--- config.mk ---
export PLATFORM = sky130hd
export DESIGN_NAME = sensor_frame_crc_decoder_core
export DESIGN_NICKNAME = d
export VERILOG_FILES = /design/src/sv/sfcd_pkg.sv /design/src/sv/sensor_frame_crc_decoder_core.sv
export SDC_FILE = /design/constraint.sdc
export NUM_CORES = 1
export LEC_CHECK = 0
export BUFFER_PORTS_ARGS = -buffer_cell sky130_fd_sc_hd__buf_2
export CAP_MARGIN = 20
export CORE_MARGIN = 2
export CORE_UTILIZATION = 50
export CTS_BUF_LIST = sky130_fd_sc_hd__clkbuf_4
export DETAILED_ROUTE_END_ITERATION = 16
export GPL_ROUTABILITY_DRIVEN = 0
export PLACE_DENSITY = 0.7
export SLEW_MARGIN = 20
export SYNTH_ARGS = -nofsm -noshare
export SYNTH_HDL_FRONTEND = slang
export SYNTH_SLANG_ARGS = --single-unit
--- constraint.sdc ---
create_clock -name clock -period 5.08 [get_ports clock]
set_clock_uncertainty 0.05 [all_clocks]
set_input_delay 0.254 -clock clock [delete_from_list [all_inputs] [get_ports clock]]
set_output_delay 0.254 -clock clock [all_outputs]
set_load 0.02 [all_outputs]
--- src/sv/sfcd_pkg.sv ---
// ----------------------------------------------------------------------------
// sfcd_pkg
// Constants and CRC helper for the sensor frame CRC decoder.
// ----------------------------------------------------------------------------
package sfcd_pkg;

   localparam logic [15:0] CrcInit     = 16'hFFFF;
   localparam logic [15:0] CrcPoly     = 16'hA001;
   localparam logic [2:0]  CrcSpan     = 3'd6;
   localparam logic [15:0] TempReset   = 16'd400;
   localparam logic [15:0] HumidReset  = 16'd300;

   // byte positions within a frame
   localparam logic [2:0] PosHumidHi = 3'd2;
   localparam logic [2:0] PosHumidLo = 3'd3;
   localparam logic [2:0] PosTempHi  = 3'd4;
   localparam logic [2:0] PosTempLo  = 3'd5;
   localparam logic [2:0] PosCrcLo   = 3'd6;
   localparam logic [2:0] PosCrcHi   = 3'd7;

   // CRC-16/MODBUS update over one byte, LSB first
   function automatic logic [15:0] crc16_byte(input logic [15:0] crc, input logic [7:0] data);
      logic [15:0] c;
      c = crc ^ {8'h00, data};
      for (int k = 0; k < 8; k++) begin
         if (c[0]) begin
            c = (c >> 1) ^ CrcPoly;
         end else begin
            c = c >> 1;
         end
      end
      return c;
   endfunction

endpackage

--- src/sv/sensor_frame_crc_decoder_core.sv ---
// ----------------------------------------------------------------------------
// sensor_frame_crc_decoder_core
// Byte-wise decoder for 8-byte temperature/humidity sensor frames.
// ----------------------------------------------------------------------------
// Takes one frame byte per cycle and checks CRC-16/MODBUS over bytes 0-5
// against the little-endian CRC in bytes 6-7. A result word is registered
// when the eighth byte is accepted and appears in the next cycle, carrying
// the CRC status and the held humidity/temperature, which change only on
// a good frame. Bytes can be accepted every cycle; the single result
// register is the only stall source, so req_stall rises only while a
// result sits unaccepted under rsp_stall. frame_start restarts the byte
// count and CRC and drops any partial frame.
module sensor_frame_crc_decoder_core
   import sfcd_pkg::*;
(
   input  logic               clock,
   input  logic               reset,
   input  logic               req_valid,
   output logic               req_stall,
   input  logic [7:0]         req_rx_byte,
   input  logic               req_frame_start,
   output logic               rsp_valid,
   input  logic               rsp_stall,
   output logic               rsp_crc_ok,
   output logic signed [15:0] rsp_temperature_tenths,
   output logic [15:0]        rsp_humidity_tenths
);

   logic [2:0]  count_ff, count_in;
   logic [15:0] crc_ff, crc_in;
   logic [15:0] humid_cap_ff, humid_cap_in;
   logic [15:0] temp_cap_ff, temp_cap_in;
   logic [7:0]  crc_lo_ff, crc_lo_in;
   logic [15:0] temp_held_ff, temp_held_in;
   logic [15:0] humid_held_ff, humid_held_in;
   logic        rsp_valid_ff, rsp_valid_in;
   logic        rsp_ok_ff, rsp_ok_in;

   logic        accept;
   logic [2:0]  pos;
   logic [15:0] crc_base;
   logic [15:0] mag;
   logic        crc_match;

   assign req_stall = rsp_valid_ff & rsp_stall;
   assign accept    = req_valid & ~req_stall;

   assign pos       = req_frame_start ? 3'd0 : count_ff;
   assign crc_base  = req_frame_start ? CrcInit : crc_ff;
   assign crc_match = ({req_rx_byte, crc_lo_ff} == crc_ff);
   assign mag       = {1'b0, temp_cap_ff[14:0]};

   always_comb begin
      count_in      = count_ff;
      crc_in        = crc_ff;
      humid_cap_in  = humid_cap_ff;
      temp_cap_in   = temp_cap_ff;
      crc_lo_in     = crc_lo_ff;
      temp_held_in  = temp_held_ff;
      humid_held_in = humid_held_ff;
      rsp_ok_in     = rsp_ok_ff;
      rsp_valid_in  = rsp_valid_ff & rsp_stall;

      if (accept) begin
         count_in = pos + 3'd1;
         crc_in   = (pos < CrcSpan) ? crc16_byte(crc_base, req_rx_byte) : crc_base;
         unique case (pos)
            PosHumidHi: humid_cap_in = {req_rx_byte, humid_cap_ff[7:0]};
            PosHumidLo: humid_cap_in = {humid_cap_ff[15:8], req_rx_byte};
            PosTempHi:  temp_cap_in  = {req_rx_byte, temp_cap_ff[7:0]};
            PosTempLo:  temp_cap_in  = {temp_cap_ff[15:8], req_rx_byte};
            PosCrcLo:   crc_lo_in    = req_rx_byte;
            default: ;
         endcase
         if (pos == PosCrcHi) begin
            // last byte: compare, update held values on a match, restart CRC
            crc_in       = CrcInit;
            rsp_valid_in = 1'b1;
            rsp_ok_in    = crc_match;
            if (crc_match) begin
               temp_held_in  = temp_cap_ff[15] ? (16'd0 - mag) : mag;
               humid_held_in = humid_cap_ff;
            end
         end
      end
   end

   always_ff @(posedge clock) begin
      if (reset) begin
         count_ff      <= 3'd0;
         crc_ff        <= CrcInit;
         humid_cap_ff  <= 16'd0;
         temp_cap_ff   <= 16'd0;
         crc_lo_ff     <= 8'd0;
         temp_held_ff  <= TempReset;
         humid_held_ff <= HumidReset;
         rsp_valid_ff  <= 1'b0;
         rsp_ok_ff     <= 1'b0;
      end else begin
         count_ff      <= count_in;
         crc_ff        <= crc_in;
         humid_cap_ff  <= humid_cap_in;
         temp_cap_ff   <= temp_cap_in;
         crc_lo_ff     <= crc_lo_in;
         temp_held_ff  <= temp_held_in;
         humid_held_ff <= humid_held_in;
         rsp_valid_ff  <= rsp_valid_in;
         rsp_ok_ff     <= rsp_ok_in;
      end
   end

   assign rsp_valid              = rsp_valid_ff;
   assign rsp_crc_ok             = rsp_ok_ff;
   assign rsp_temperature_tenths = temp_held_ff;
   assign rsp_humidity_tenths    = humid_held_ff;

endmodule

==> metrics <==
run status=complete, no violations; YS warnings=0; GR Overflow Total=0; number of global-route vias before repair=3125; final hold violation count=0; average size of a mapped cell=9.03 um^2; routed vias/inst=5.37; worst-margin pin slew=1.02 ns; sequential area share after synthesis=42.7%; number of enable flip-flop cells after synthesis=0; clock transition at the registers of the reported paths=0.16 ns; Hold Startpoint=rsp_stall; DRT iter0 DRCs=154; main flop type after synthesis=dfxtp_1; fin crit share=58.3%; FF-to-FF Start=count_ff[1]; CP max FO=39; clk_lat worst skew=0.44 ns; Core ar.=8590 um^2; Slew HR=31.8%; Chip Height=97.4 um; antenna violations before repair=0; largest net degree at the start of global routing=82; Worst EP arrival=3.26 ns; Netlist cell types=48; Ports=48; Yosys top cell area share=42.7%; DRT Pass-1 Iters=6; kind of critical path=reg2reg; MaxCap Viol Count=0; CTS Sinks=93; Pins Over Slew Limit=0; CP max-delay cell=or4_2; GRT Total Usage=19.8%; Detail Route Antenna Nets=0; Pwr Density=275 nW/um^2; crit path launch type=flop; max incr delay on CP=1.06 ns; Leak Pwr=2.24 nW; Top delay family on crit path=simple AND/OR/NAND/NOR gates; DRC=0; flop2flop setup slack=2.12 ns; dpl ws=1.97 ns; ant diodes=0; Reg2Reg Depth=6; Cell Area, Synth=4360 um^2; Hold Crit Depth=3; chip width=97.4 um; CP dominant cell by count=ha_1; crit path from=count_ff[1]; first-pass GRT wire length=15200 um; Final setup viols=0; share of cells above drive strength 1=15.0%; Final Net Count=530; achievable frequency=0.337 GHz; Hold Crit Endpoint=rsp_valid; Cells after Synth=483; root buf cell=clkbuf_4; routed len/inst=14.8 um; Post-synth ARST share=0%; drt total wl=9240 um; critical path endpoint category=flop; Final HPWL DP=6230 um; Setup TNS=0 ns; H-Tree Depth=3; DR vias=3346; worst-path cell chain=nor2b_1 > ha_1 > ha_1 > nand4_1 > or4_2 > a211o_1; worst path bufs/invs=0; top area cells in the synthesized netlist=dfxtp_1, mux2i_1, nor2_1, xnor2_1, xor2_1; IO Port Bufs=47; top cell type by total area after synthesis=dfxtp_1; CTS tree=built; number of CTS-inserted buffers=9; data required time of the worst path=5.38 ns; Reg2Reg Capture Point=rsp_humidity_tenths[5]; Hold WC Path Type=in2reg; Initial Util=50.7%; Max Root-Sink Buffers=2; row cnt=34; Synth Register Bits=93; Area growth syn-to-layout=7.86%; syn nets=503; worst setup margin=2.12 ns; crit path time final=2.96 ns; RSZ-0062 raised after global routing=false; DIE AREA=9480 um^2; Worst IR Drop VDD=0.146 mV
metal layers:
metal  up-vias  routed length, um  track usage, %
met5         -                  0               0
met4         0                114            5.24
met2        84               4490            33.1
met1      1576               4170            26.2
met3         8                475            4.24
li1       1678                  -               -
cell families (layout without fill, tap and decap cells):
kind of cell    count (synthesis)  count (layout)  synth area share, %
mux                            58              58                 13.3
buf+inv                        46              78                 5.31
flops                          93              93                 42.7
simple gates                  169             169                 17.4
fa+ha+maj                       7               7                 2.01
xor+xnor                       53              53                 10.6
compound gates                 57              57                 8.64
cells in the mapped netlist (all sizes together) (9+ instances only):
library cell  count
nand2            34
dfxtp            93
nor2             85
clkbuf           19
xnor2            29
o21ai            12
inv              12
nand3            14
a21oi            16
nor3              9
buf              14
mux2i            58
xor2             24
how the worst max path moves through the flow:
stage	to	cells past startpoint
6_report	rsp_humidity_tenths[5]	6
5_1_grt	rsp_humidity_tenths[5]	6
2_1_floorplan	rsp_humidity_tenths[15]	11
4_1_cts	rsp_humidity_tenths[5]	6
3_3_place_gp	rsp_temperature_tenths[4]	7
3_5_place_dp	rsp_humidity_tenths[5]	7
worst min-delay path: stages:
cell     delay (ns)
buf_2          0.09
nand2_1        0.09
a21oi_1        0.07
power breakdown:
group | switching (W) | internal, W
Clock | 0.000275 | 0.000112
Sequential | 0.0000194 | 0.000745
Combinational | 0.0000812 | 0.0000599
cells in the final DEF (no fill, tap or decap), types with 9 or more instances in the layout:
| master | n |
|---|---|
| a21oi_1 | 16 |
| buf_2 | 47 |
| clkbuf_4 | 9 |
| dfxtp_1 | 93 |
| inv_1 | 12 |
| mux2i_1 | 58 |
| nand2_1 | 34 |
| nand3_1 | 14 |
| nor2_1 | 85 |
| nor3_1 | 9 |
| o21ai_0 | 11 |
| xnor2_1 | 29 |
| xor2_1 | 24 |
repair_timing:
action,CTS,global route
hold buffers,1,0
resized for setup,0,0
hold endpoints to repair,1,0
buffers inserted,0,0
state kept, by name, indices dropped and copies added, names as in the netlist, 3 cells and up:
name,flops
crc_ff,16
humid_cap_ff,16
rsp_humidity_tenths,16
rsp_temperature_tenths,16
temp_cap_ff,16
crc_lo_ff,8
count_ff,3
layout make-up:
type	instances	area (um^2)
fillers	817	3890
multi-input cells	344	2270
flip-flops and latches	93	1860
repair buffers	50	260
well taps	108	135
clock buffers	9	67.6
clock inverters	7	65.1
inverters	12	45.0
per-stage QoR:
step	instances	total power (W)	area [um^2]	hold slack, ns	utilization, %
2_1_floorplan	483	0.000890	4360	0.353	-
3_3_place_gp	606	0.000918	4560	0.395	53.1
3_5_place_dp	606	0.000920	4560	0.395	53.1
4_1_cts	623	0.00130	4700	0.0210	54.7
5_1_grt	623	0.00135	4700	0.0529	54.7
6_report	623	0.00129	4700	0.0463	54.7
No activity file was read; power rests on OpenSTA's default activity.
